--- config.mk ---
export PLATFORM = sky130hd
export DESIGN_NAME = packet_length_marker_encoder_flat
export DESIGN_NICKNAME = d
export VERILOG_FILES = /design/src/design/plme_pkg.sv /design/src/design/plme_ifs.sv /design/src/design/plme_front.sv /design/src/design/plme_back.sv /design/src/design/packet_length_marker_encoder.sv /design/src/flat_wrapper.sv
export SDC_FILE = /design/constraint.sdc
export NUM_CORES = 1
export LEC_CHECK = 0
export BUFFER_PORTS_ARGS = -buffer_cell sky130_fd_sc_hd__buf_2
export CAP_MARGIN = 20
export CORE_UTILIZATION = 30
export CTS_CLUSTER_DIAMETER = 80
export DETAILED_ROUTE_END_ITERATION = 6
export GPL_ROUTABILITY_DRIVEN = 0
export SLEW_MARGIN = 0
export SYNTH_ARGS = -nofsm -noshare
export SYNTH_HDL_FRONTEND = slang
export SYNTH_SLANG_ARGS = --single-unit
--- constraint.sdc ---
create_clock -name clock -period 6.75 [get_ports clock]
set_clock_uncertainty 0.15 [all_clocks]
set_input_delay 0.675 -clock clock [delete_from_list [all_inputs] [get_ports clock]]
set_output_delay 0.675 -clock clock [all_outputs]
set_load 0.005 [all_outputs]
--- src/design/plme_pkg.sv ---
// Package with shared types and constants of the packet length marker encoder.
package plme_pkg;

   // Largest segment, in bytes, counting the index byte.
   localparam logic [16:0] SEGMENT_CAPACITY = 17'd65531;
   // Marker (2), segment length (2) and index (1) bytes of every segment.
   localparam logic [31:0] HEADER_BYTES = 32'd5;
   localparam logic [7:0]  CONT_BIT = 8'h80;
   localparam logic [6:0]  GROUP_MASK = 7'h7F;
   localparam int          QUEUE_DEPTH = 2;
   localparam int          QUEUE_PTR_W = $clog2(QUEUE_DEPTH);
   localparam int          QUEUE_CNT_W = $clog2(QUEUE_DEPTH + 1);

   typedef logic [2:0] code_len_type;

   typedef struct packed {
      logic [31:0]  packet_length;
      code_len_type code_len;
   } item_type;

   typedef struct packed {
      logic         head_valid;
      item_type     head;
   } head_type;

endpackage

--- src/design/plme_ifs.sv ---
// Channel interfaces of the packet length marker encoder.
interface plme_req_if;
   logic        valid;
   logic        ready;
   logic [31:0] packet_length;
   modport source (output valid, output packet_length, input ready);
   modport sink (input valid, input packet_length, output ready);
endinterface

interface plme_rsp_if;
   logic        valid;
   logic        ready;
   logic [7:0]  out_byte;
   logic        byte_valid;
   logic        segment_start;
   logic        last;
   logic [31:0] total_bytes;
   modport source (output valid, output out_byte, output byte_valid, output segment_start,
                   output last, output total_bytes, input ready);
   modport sink (input valid, input out_byte, input byte_valid, input segment_start,
                 input last, input total_bytes, output ready);
endinterface

interface plme_csr_if;
   logic valid;
   logic ready;
   logic write_mode;
   modport source (output valid, output write_mode, input ready);
   modport sink (input valid, input write_mode, output ready);
endinterface

--- src/design/plme_front.sv ---
// Front end: accepts packet lengths, finds their code length and queues them.
module plme_front (
   input  logic              clock,
   input  logic              reset,
   input  logic              in_valid,
   output logic              in_ready,
   input  logic [31:0]       in_length,
   input  logic              pop,
   output plme_pkg::head_type head_out
);
   import plme_pkg::*;

   item_type                 mem [QUEUE_DEPTH];
   logic [QUEUE_PTR_W-1:0]   wr_ptr_ff, wr_ptr_in;
   logic [QUEUE_PTR_W-1:0]   rd_ptr_ff, rd_ptr_in;
   logic [QUEUE_CNT_W-1:0]   count_ff, count_in;
   item_type                 item;
   logic                     push;
   logic                     do_pop;

   // Number of 7-bit groups needed, most significant nonzero group decides.
   always_comb begin
      item.packet_length = in_length;
      if (in_length[31:28] != 4'd0) item.code_len = 3'd5;
      else if (in_length[27:21] != 7'd0) item.code_len = 3'd4;
      else if (in_length[20:14] != 7'd0) item.code_len = 3'd3;
      else if (in_length[13:7] != 7'd0) item.code_len = 3'd2;
      else item.code_len = 3'd1;
   end

   assign in_ready = (count_ff != QUEUE_CNT_W'(QUEUE_DEPTH));
   assign push = in_valid && in_ready;
   assign do_pop = pop && (count_ff != '0);

   always_comb begin
      wr_ptr_in = wr_ptr_ff;
      rd_ptr_in = rd_ptr_ff;
      count_in = count_ff;
      if (push) begin
         wr_ptr_in = (wr_ptr_ff == QUEUE_PTR_W'(QUEUE_DEPTH - 1)) ? '0 : wr_ptr_ff + 1'b1;
      end
      if (do_pop) begin
         rd_ptr_in = (rd_ptr_ff == QUEUE_PTR_W'(QUEUE_DEPTH - 1)) ? '0 : rd_ptr_ff + 1'b1;
      end
      if (push && !do_pop) count_in = count_ff + 1'b1;
      else if (!push && do_pop) count_in = count_ff - 1'b1;
   end

   always_ff @(posedge clock) begin
      if (reset) begin
         wr_ptr_ff <= '0;
         rd_ptr_ff <= '0;
         count_ff <= '0;
      end else begin
         wr_ptr_ff <= wr_ptr_in;
         rd_ptr_ff <= rd_ptr_in;
         count_ff <= count_in;
      end
   end

   always_ff @(posedge clock) begin
      if (push) mem[wr_ptr_ff] <= item;
   end

   assign head_out.head_valid = (count_ff != '0);
   assign head_out.head = mem[rd_ptr_ff];

endmodule

--- src/design/plme_back.sv ---
// Back end: segment state, one result per cycle to the output register unless stalled.
module plme_back (
   input  logic               clock,
   input  logic               reset,
   input  plme_pkg::head_type head_in,
   output logic               pop,
   input  logic               cfg_write,
   input  logic               cfg_mode,
   output logic               out_valid,
   input  logic               out_ready,
   output logic [7:0]         out_byte,
   output logic               out_byte_valid,
   output logic               out_segment_start,
   output logic               out_last,
   output logic [31:0]        out_total
);
   import plme_pkg::*;

   logic                mode_ff;
   logic [15:0]         fill_ff, fill_in;
   logic                open_ff, open_in;
   logic [7:0]          count_ff, count_in;
   logic [31:0]         total_ff, total_in;
   logic [2:0]          idx_ff, idx_in;
   logic                valid_ff, valid_in;
   logic [7:0]          byte_ff, byte_in;
   logic                bvalid_ff, bvalid_in;
   logic                start_ff, start_in;
   logic                last_ff, last_in;
   logic                out_free;
   logic                fire;
   logic                need_hdr;
   logic                fin;
   logic [2:0]          group_sel;
   logic [6:0]          group;
   code_len_type        nb;
   logic [31:0]         len;

   function automatic logic [6:0] pick_group(input logic [31:0] v, input logic [2:0] g);
      logic [6:0] r;
      case (g)
         3'd0: r = v[6:0];
         3'd1: r = v[13:7];
         3'd2: r = v[20:14];
         3'd3: r = v[27:21];
         3'd4: r = {3'b000, v[31:28]};
         default: r = '0;
      endcase
      return r & GROUP_MASK;
   endfunction

   assign nb = head_in.head.code_len;
   assign len = head_in.head.packet_length;
   assign out_free = !valid_ff || out_ready;
   assign fire = head_in.head_valid && out_free;
   assign need_hdr = (idx_ff == 3'd0) &&
                     (!open_ff || ({1'b0, fill_ff} + {14'd0, nb}) > SEGMENT_CAPACITY);
   assign fin = (idx_ff == nb - 3'd1);
   assign group_sel = nb - 3'd1 - idx_ff;
   assign group = pick_group(len, group_sel);

   always_comb begin
      fill_in = fill_ff;
      open_in = open_ff;
      count_in = count_ff;
      total_in = total_ff;
      idx_in = idx_ff;
      valid_in = valid_ff && !out_ready;
      byte_in = byte_ff;
      bvalid_in = bvalid_ff;
      start_in = start_ff;
      last_in = last_ff;
      pop = 1'b0;
      if (fire) begin
         valid_in = 1'b1;
         if (!mode_ff) begin
            // Every length opens its own segment; its result carries no byte.
            open_in = 1'b1;
            fill_in = '0;
            count_in = count_ff + 8'd1;
            total_in = total_ff + HEADER_BYTES + {29'd0, nb};
            byte_in = '0;
            bvalid_in = 1'b0;
            start_in = 1'b0;
            last_in = 1'b1;
            pop = 1'b1;
         end else if (need_hdr) begin
            open_in = 1'b1;
            fill_in = 16'd1;
            count_in = count_ff + 8'd1;
            total_in = total_ff + HEADER_BYTES;
            byte_in = count_ff;
            bvalid_in = 1'b1;
            start_in = 1'b1;
            last_in = 1'b0;
         end else begin
            fill_in = fill_ff + 16'd1;
            total_in = total_ff + 32'd1;
            byte_in = {1'b0, group} | (fin ? 8'h00 : CONT_BIT);
            bvalid_in = 1'b1;
            start_in = 1'b0;
            last_in = fin;
            if (fin) begin
               idx_in = '0;
               pop = 1'b1;
            end else begin
               idx_in = idx_ff + 3'd1;
            end
         end
      end
   end

   always_ff @(posedge clock) begin
      if (reset) begin
         mode_ff <= 1'b1;
         fill_ff <= '0;
         open_ff <= 1'b0;
         count_ff <= '0;
         total_ff <= '0;
         idx_ff <= '0;
         valid_ff <= 1'b0;
      end else if (cfg_write) begin
         mode_ff <= cfg_mode;
         fill_ff <= '0;
         open_ff <= 1'b0;
         count_ff <= '0;
         total_ff <= '0;
         idx_ff <= '0;
         valid_ff <= valid_in;
      end else begin
         fill_ff <= fill_in;
         open_ff <= open_in;
         count_ff <= count_in;
         total_ff <= total_in;
         idx_ff <= idx_in;
         valid_ff <= valid_in;
      end
   end

   always_ff @(posedge clock) begin
      byte_ff <= byte_in;
      bvalid_ff <= bvalid_in;
      start_ff <= start_in;
      last_ff <= last_in;
   end

   assign out_valid = valid_ff;
   assign out_byte = byte_ff;
   assign out_byte_valid = bvalid_ff;
   assign out_segment_start = start_ff;
   assign out_last = last_ff;
   // The total shown with a result is the total after that result was counted.
   always_ff @(posedge clock) begin
      if (fire) out_total <= total_in;
   end

endmodule

--- src/design/packet_length_marker_encoder.sv ---
// Top level of the packet length marker encoder: front end, queue and back end.
//
//   channel   direction  payload                                             transfer when
//   req_chan  in         packet_length[31:0]                                 valid && ready
//   rsp_chan  out        out_byte, byte_valid, segment_start, last, total    valid && ready
//   csr_chan  in         write_mode                                          valid && ready
//
// Each length causes one result in count-only mode, and one to five code bytes plus an
// optional index byte in write mode. The single output register of the back end
// produces one byte per cycle while the result channel does not stall; results are
// registered there from the head of the two-entry queue. Reset is synchronous and
// active high and restores write mode with no segment open. A stalled result channel
// holds the output register while the front end keeps taking lengths until the queue
// is full.
module packet_length_marker_encoder (
   input logic       clock,
   input logic       reset,
   plme_req_if.sink  req_chan,
   plme_rsp_if.source rsp_chan,
   plme_csr_if.sink  csr_chan
);
   import plme_pkg::*;

   head_type head;
   logic     pop;
   logic     cfg_write;

   // Mode writes must arrive only while the block is idle, which the block does not enforce; they are always taken.
   assign csr_chan.ready = 1'b1;
   assign cfg_write = csr_chan.valid;

   // The front end classifies each length by its number of 7-bit groups.
   plme_front u_front (
      .clock     (clock),
      .reset     (reset),
      .in_valid  (req_chan.valid),
      .in_ready  (req_chan.ready),
      .in_length (req_chan.packet_length),
      .pop       (pop),
      .head_out  (head)
   );

   // The back end owns the segment state and walks the code bytes of the head item.
   plme_back u_back (
      .clock             (clock),
      .reset             (reset),
      .head_in           (head),
      .pop               (pop),
      .cfg_write         (cfg_write),
      .cfg_mode          (csr_chan.write_mode),
      .out_valid         (rsp_chan.valid),
      .out_ready         (rsp_chan.ready),
      .out_byte          (rsp_chan.out_byte),
      .out_byte_valid    (rsp_chan.byte_valid),
      .out_segment_start (rsp_chan.segment_start),
      .out_last          (rsp_chan.last),
      .out_total         (rsp_chan.total_bytes)
   );

endmodule

--- src/flat_wrapper.sv ---
// flat-port wrapper written by rule: the top's interface ports become plain ports
module packet_length_marker_encoder_flat import plme_pkg::*;
  (clock, reset, req_chan_valid, req_chan_packet_length, req_chan_ready, rsp_chan_valid, rsp_chan_out_byte, rsp_chan_byte_valid, rsp_chan_segment_start, rsp_chan_last, rsp_chan_total_bytes, rsp_chan_ready, csr_chan_valid, csr_chan_write_mode, csr_chan_ready);
  plme_req_if req_chan_i ();
  plme_rsp_if rsp_chan_i ();
  plme_csr_if csr_chan_i ();
  input logic clock;
  input logic reset;
  input wire logic [$bits(req_chan_i.valid)-1:0] req_chan_valid;
  input wire logic [$bits(req_chan_i.packet_length)-1:0] req_chan_packet_length;
  output wire logic [$bits(req_chan_i.ready)-1:0] req_chan_ready;
  output wire logic [$bits(rsp_chan_i.valid)-1:0] rsp_chan_valid;
  output wire logic [$bits(rsp_chan_i.out_byte)-1:0] rsp_chan_out_byte;
  output wire logic [$bits(rsp_chan_i.byte_valid)-1:0] rsp_chan_byte_valid;
  output wire logic [$bits(rsp_chan_i.segment_start)-1:0] rsp_chan_segment_start;
  output wire logic [$bits(rsp_chan_i.last)-1:0] rsp_chan_last;
  output wire logic [$bits(rsp_chan_i.total_bytes)-1:0] rsp_chan_total_bytes;
  input wire logic [$bits(rsp_chan_i.ready)-1:0] rsp_chan_ready;
  input wire logic [$bits(csr_chan_i.valid)-1:0] csr_chan_valid;
  input wire logic [$bits(csr_chan_i.write_mode)-1:0] csr_chan_write_mode;
  output wire logic [$bits(csr_chan_i.ready)-1:0] csr_chan_ready;
  assign req_chan_i.valid = req_chan_valid;
  assign req_chan_i.packet_length = req_chan_packet_length;
  assign req_chan_ready = req_chan_i.ready;
  assign rsp_chan_valid = rsp_chan_i.valid;
  assign rsp_chan_out_byte = rsp_chan_i.out_byte;
  assign rsp_chan_byte_valid = rsp_chan_i.byte_valid;
  assign rsp_chan_segment_start = rsp_chan_i.segment_start;
  assign rsp_chan_last = rsp_chan_i.last;
  assign rsp_chan_total_bytes = rsp_chan_i.total_bytes;
  assign rsp_chan_i.ready = rsp_chan_ready;
  assign csr_chan_i.valid = csr_chan_valid;
  assign csr_chan_i.write_mode = csr_chan_write_mode;
  assign csr_chan_ready = csr_chan_i.ready;
  packet_length_marker_encoder u_core (.clock(clock), .reset(reset), .req_chan(req_chan_i), .rsp_chan(rsp_chan_i), .csr_chan(csr_chan_i));
endmodule
### After elaboration in Yosys (flattened, before gate mapping)

Memories as Yosys holds them, arrays and structs flattened. A register that Yosys moved wholly into a read port is not among the register bits.
Cells that the tools add are included.

* register bits after elaboration: 109
* bits in writable memories: 70
* bits of input ports: 38
* output and inout bits: 46
* word-level logic and storage cells: 97
* memories kept: 1

* add/subtract/negate cells: 13
* $lt $le $gt $ge: 1
* equal/unequal tests: 7
* muxes and demuxes: 33
* bitwise operators: 2
* reduce and logical (&&, ||, !) cells: 25

Memory list
* u_core.u_front.mem: depth 2, bits a word 35, read ports 1, clocked after memory_dff 1, wr ports 1, line plme_front.sv:13 `item_type mem [QUEUE_DEPTH];`

Operators by type and width (count)
* 2-to-1 mux 32 bit: 3
* one-hot mux 7 bit (5 select lines): 1
* adder 32 x 1 -> 32 bit (second input constant): 1
* adder 32 x 3 -> 32 bit: 1
* adder 32 x 3 -> 32 bit (second input constant): 1
* 2-to-1 mux 16 bit: 2
* 2-to-1 mux 8 bit: 4
* nonzero test 7 bit: 3
* adder 16 x 3 -> 17 bit: 1
* greater-than comparator 17 x 16 -> 1 bit (second input constant): 1
* adder 16 x 1 -> 16 bit (second input constant): 1
* 2-to-1 mux 1 bit: 16
* 2-to-1 mux 3 bit: 3
* adder 8 x 1 -> 8 bit (second input constant): 1
* 2-to-1 mux 2 bit: 4
* OR 7 x 8 -> 8 bit: 1
* logical AND 1 bit: 7
* == test 3 x 2 -> 1 bit (second input constant): 2
* zero test 3 bit: 2
* zero test 1 bit: 5
* nonzero test 2 bit: 2
* nonzero test 4 bit: 1
* adder 3 x 1 -> 3 bit (second input constant): 1
* == test 3 x 1 -> 1 bit (second input constant): 1
* 14 further kinds: 16

### Depth between registers and ports, before layout

* depth after elaboration: 11
* gate-level depth with buffers: 17
* gate-level depth less buffers: 14

### Hierarchy

From an unflattened synthesis, not the netlist that was laid out.

* cell total of the unflattened synthesis: 1018
* area total of the unflattened synthesis: 10085.9 sq um

Modules (own cells, without submodules)
* plme_back: instances 1, cells each 870, area each 7253.2 sq um
* plme_front: instances 1, cells each 146, area each 2821.5 sq um
* packet_length_marker_encoder: instances 1, cells each 2, area each 11.3 sq um

### Least setup slack after synthesis

No wires, ideal clock.

* path kind: register -> register
* from: register with a tool-made name
* to: register u_core.u_front.count_ff[1]
* library setup time: 0.070 ns
* arrival: 4.452 ns
* data required time: 6.530 ns
* setup slack: 2.078 ns
* stages on the path, launching flop included: 17
* buffers on the path: 3
* period minus slack after synthesis: 4.672 ns
* path through: dfxtp_1 > buf_1 > clkbuf_1 > mux2i_1 > inv_1 > ha_1 > fa_1 > a21oi_1 > nor4_1 > o21ai_1 > nor3_1 > clkbuf_1 > o31ai_1 > nand2_1 > ha_1 > or3_1 > a21oi_1

RTL lines
* end signal, assigned: line plme_front.sv:57 `count_ff <= count_in;`
* end, declared: line plme_front.sv:16 `logic [QUEUE_CNT_W-1:0] count_ff, count_in;`

==> impl_metrics.env <==
export IMPL_route_antenna_remaining_nets=0
export IMPL_stdcell_area_um2=11300
export IMPL_insertion_delay_ns=0.45
export IMPL_first_iter_violations=710
export IMPL_end_kind="register"
export IMPL_synthesis_nets=1028
export IMPL_grt_pass1_vias=7498
export IMPL_cp_max_fo=21
export IMPL_vias=7858
export IMPL_worstSetupPathType="register to register"
export IMPL_rsz0062_at_grt="no"
export IMPL_dieHeight_um=184
export IMPL_p_per_area_nw_per_um2=325
export IMPL_wl_met1_um=11900
export IMPL_synth_area_leaders="edfxtp_1, dfxtp_1, xnor2_1, nor2_1, mux4_2"
export IMPL_hold_viol_final=0
export IMPL_core_um2=32500
export IMPL_root_buffer="clkbuf_16"
export IMPL_period_share_pct=74.2
export IMPL_drive_gt1_share_pct=15.4
export IMPL_avgSynthCellArea_um2=10.2
export IMPL_hold_buffers=0
export IMPL_row_count=66
export IMPL_total_power_mw=3.67
export IMPL_boundaryPins=84
export IMPL_wirelength_um=26400
export IMPL_cts_resized_gates=0
export IMPL_fin_util_pct=34.8
export IMPL_numCtsBuffers=17
export IMPL_drt_pass1_iter_count=7
export IMPL_h_tree_depth=4
export IMPL_crit_arrival_ns=5.15
export IMPL_violations="design-rule violations"
export IMPL_yosys_most_used_dff="edfxtp_1"
export IMPL_yosysTopAreaCell="edfxtp_1"
export IMPL_cts_tree="done"
export IMPL_overflow=0
export IMPL_antenna_cells=0
export IMPL_p_leak_nw=3.86
export IMPL_via_per_inst=5.31
export IMPL_max_slew_margin_rel_pct=20.4
export IMPL_path_clk_slew_ns=0.07
export IMPL_area_delta_synth_final_pct=14.1
export IMPL_setup_viol=0
export IMPL_synth_edff_count=113
export IMPL_layout_nets=1080
export IMPL_period_minus_slack_ns=5.01
export IMPL_ys_warn_count=0
export IMPL_ir_worst_vdd_mv=0.369
export IMPL_place_inst=1446
export IMPL_portBuffers=82
export IMPL_initial_core_util_pct=30.5
export IMPL_synth_cell_types=82
export IMPL_dieArea_um2=33700
export IMPL_wl_met3_um=1780
export IMPL_status="finished, violations left"
export IMPL_ys_seq_area_share_pct=47.9
export IMPL_start_kind="register"
export IMPL_ys_ff_latch=180
export IMPL_antenna_found_initial=0
export IMPL_final_cells=1479
export IMPL_drv_cap=0
export IMPL_grt_max_degree=47
export IMPL_setup_tns_final_ns=0
export IMPL_synth_cell_area_um2=9890
export IMPL_worstPathRequired_ns=6.89
export IMPL_synth_async_sr_flop_share_pct=0
export IMPL_post_drt_wl_per_cell_um=17.9
export IMPL_synth_top_area_share_pct=34.3
export IMPL_maxUsedRoutingLayer="met4"
export IMPL_route_met2_wl_um=12300
export IMPL_hold_class="input pin to register"
export IMPL_dp_hpwl_um=18500
export IMPL_grt_pass1_wl_um=42200
export IMPL_slew_violations=0
export IMPL_grt_usage_pct=16.2
export IMPL_fillers=3280
export IMPL_numClockSinks=180
export IMPL_fp_dieW_um=184
export IMPL_clk_path_buf_depth=2
export IMPL_drc=1
export IMPL_cts_setup_buffers=0
export IMPL_syn_instance_count=972
export IMPL_placed_cell_area_um2=10700
export IMPL_worst_pin_slew_ns=1.19
export IMPL_fmax_ghz=0.200
-- cells in the final DEF (no fill, tap or decap), types with 17 or more instances in the layout --
master       n
a21oi_1     42
xnor2_1     38
mux2i_1     26
nand3_1     41
xor2_1      28
and2_1      20
nand4_1     24
nor3_1      29
buf_2       82
dfxtp_1     67
nand2_1     84
edfxtp_1   113
inv_1       23
o21ai_0     29
nor2_1      85
and3_1      20
clkbuf_16   17
-- metal layers --
metal / vias up / track usage, %
met4: 0 / 5.17
met2: 294 / 26.0
met5: - / 0
met3: 40 / 3.80
met1: 3787 / 21.4
li1: 3737 / -
-- synth_stat cells, types with 4 or more instances --
cell      count
and3_1       20
edfxtp_1    113
nor3_1       29
buf_2        13
nor3b_1       7
ha_1         15
a22oi_1       4
mux2_2        4
nand3_1      41
a21oi_1      42
or3_1        14
mux4_2       14
nand4_1      24
o21ai_1      14
o22ai_1       6
a211oi_1     10
and2_1       20
nor2_1       87
a31oi_1       9
a21o_1        9
mux2i_1      26
clkbuf_1     41
o211ai_1      9
and4_1        5
nand2b_1      7
xnor2_1      38
o21ai_0      29
a21boi_0      4
inv_1        24
or4_1         7
xor2_1       28
nand2_1      84
nand3b_1      6
dfxtp_1      67
nand4b_1      4
nor4_1       16
o31ai_1       5
-- state kept, by name, indices dropped and copies added, names as in the netlist, 2 cells and up, named ones only --
signal	flops
u_core.u_front.mem	70
u_core.u_back.out_total	32
u_core.u_back.total_ff	32
u_core.u_back.fill_ff	16
u_core.u_back.count_ff	8
u_core.u_back.out_byte	8
u_core.u_back.idx_ff	3
u_core.u_front.count_ff	2
-- worst paths after layout --
kind	from	to	slack (ns)	depth (start not counted)
setup / recovery	register	u_core.u_back.fill_ff[7]	1.74	13
hold / removal	req_chan_packet_length[6]	u_core.u_front.mem[1][9]	0.26	1
setup reg to reg	register	u_core.u_back.fill_ff[7]	1.74	13
hold reg to reg	u_core.u_back.idx_ff[1]	u_core.u_back.idx_ff[1]	0.33	2
-- per-stage QoR --
step / setup slack [ns] / hold WS, ns
6_report: 1.74 / 0.260
4_1_cts: 1.77 / 0.243
5_1_grt: 1.31 / 0.249
3_5_place_dp: 1.83 / 0.321
2_1_floorplan: 2.08 / 0.291
3_3_place_gp: 2.02 / 0.315
-- layout make-up --
| cell class | instances | area (um2) | share of cell area, % |
|---|---|---|---|
| Clock buffer | 19 | 433 | 3.84 |
| Timing Repair Buffer | 92 | 498 | 4.41 |
| Tap cell | 442 | 553 | 4.90 |
| Clock inverter | 13 | 144 | 1.28 |
| Multi-Input combinational cell | 709 | 4830 | 42.8 |
| Inverter | 24 | 90.1 | 0.798 |
| Sequential cell | 180 | 4730 | 42.0 |
-- worst max-delay path, stage by stage, from the launching register on --
cell	delay, ns
dfxtp_1	0.32
buf_4	0.34
mux2i_1	0.30
inv_1	0.12
ha_1	0.23
fa_1	0.41
a21oi_1	0.29
o31a_1	0.19
o21ai_1	0.15
nor3_1	0.81
buf_4	0.30
nor2_1	0.26
o21ai_1	0.84
nor2_1	0.12
-- logic make-up (layout without fill, tap and decap cells) --
logic type	after synthesis	count (layout)	synth area share [%]
simple gates	385	385	20.5
other cells	1	1	0.0379
xor+xnor	66	66	5.84
buf+inv	83	148	3.43
mux	47	47	6.62
fa+ha+maj	19	19	2.61
flops	180	180	47.9
compound gates	191	191	13.1
-- power by group --
part,internal [mW],switching (mW)
Combinational,0.386,0.694
Clock,0.524,0.474
Sequential,1.48,0.113
No activity file was read; power rests on OpenSTA's default activity.
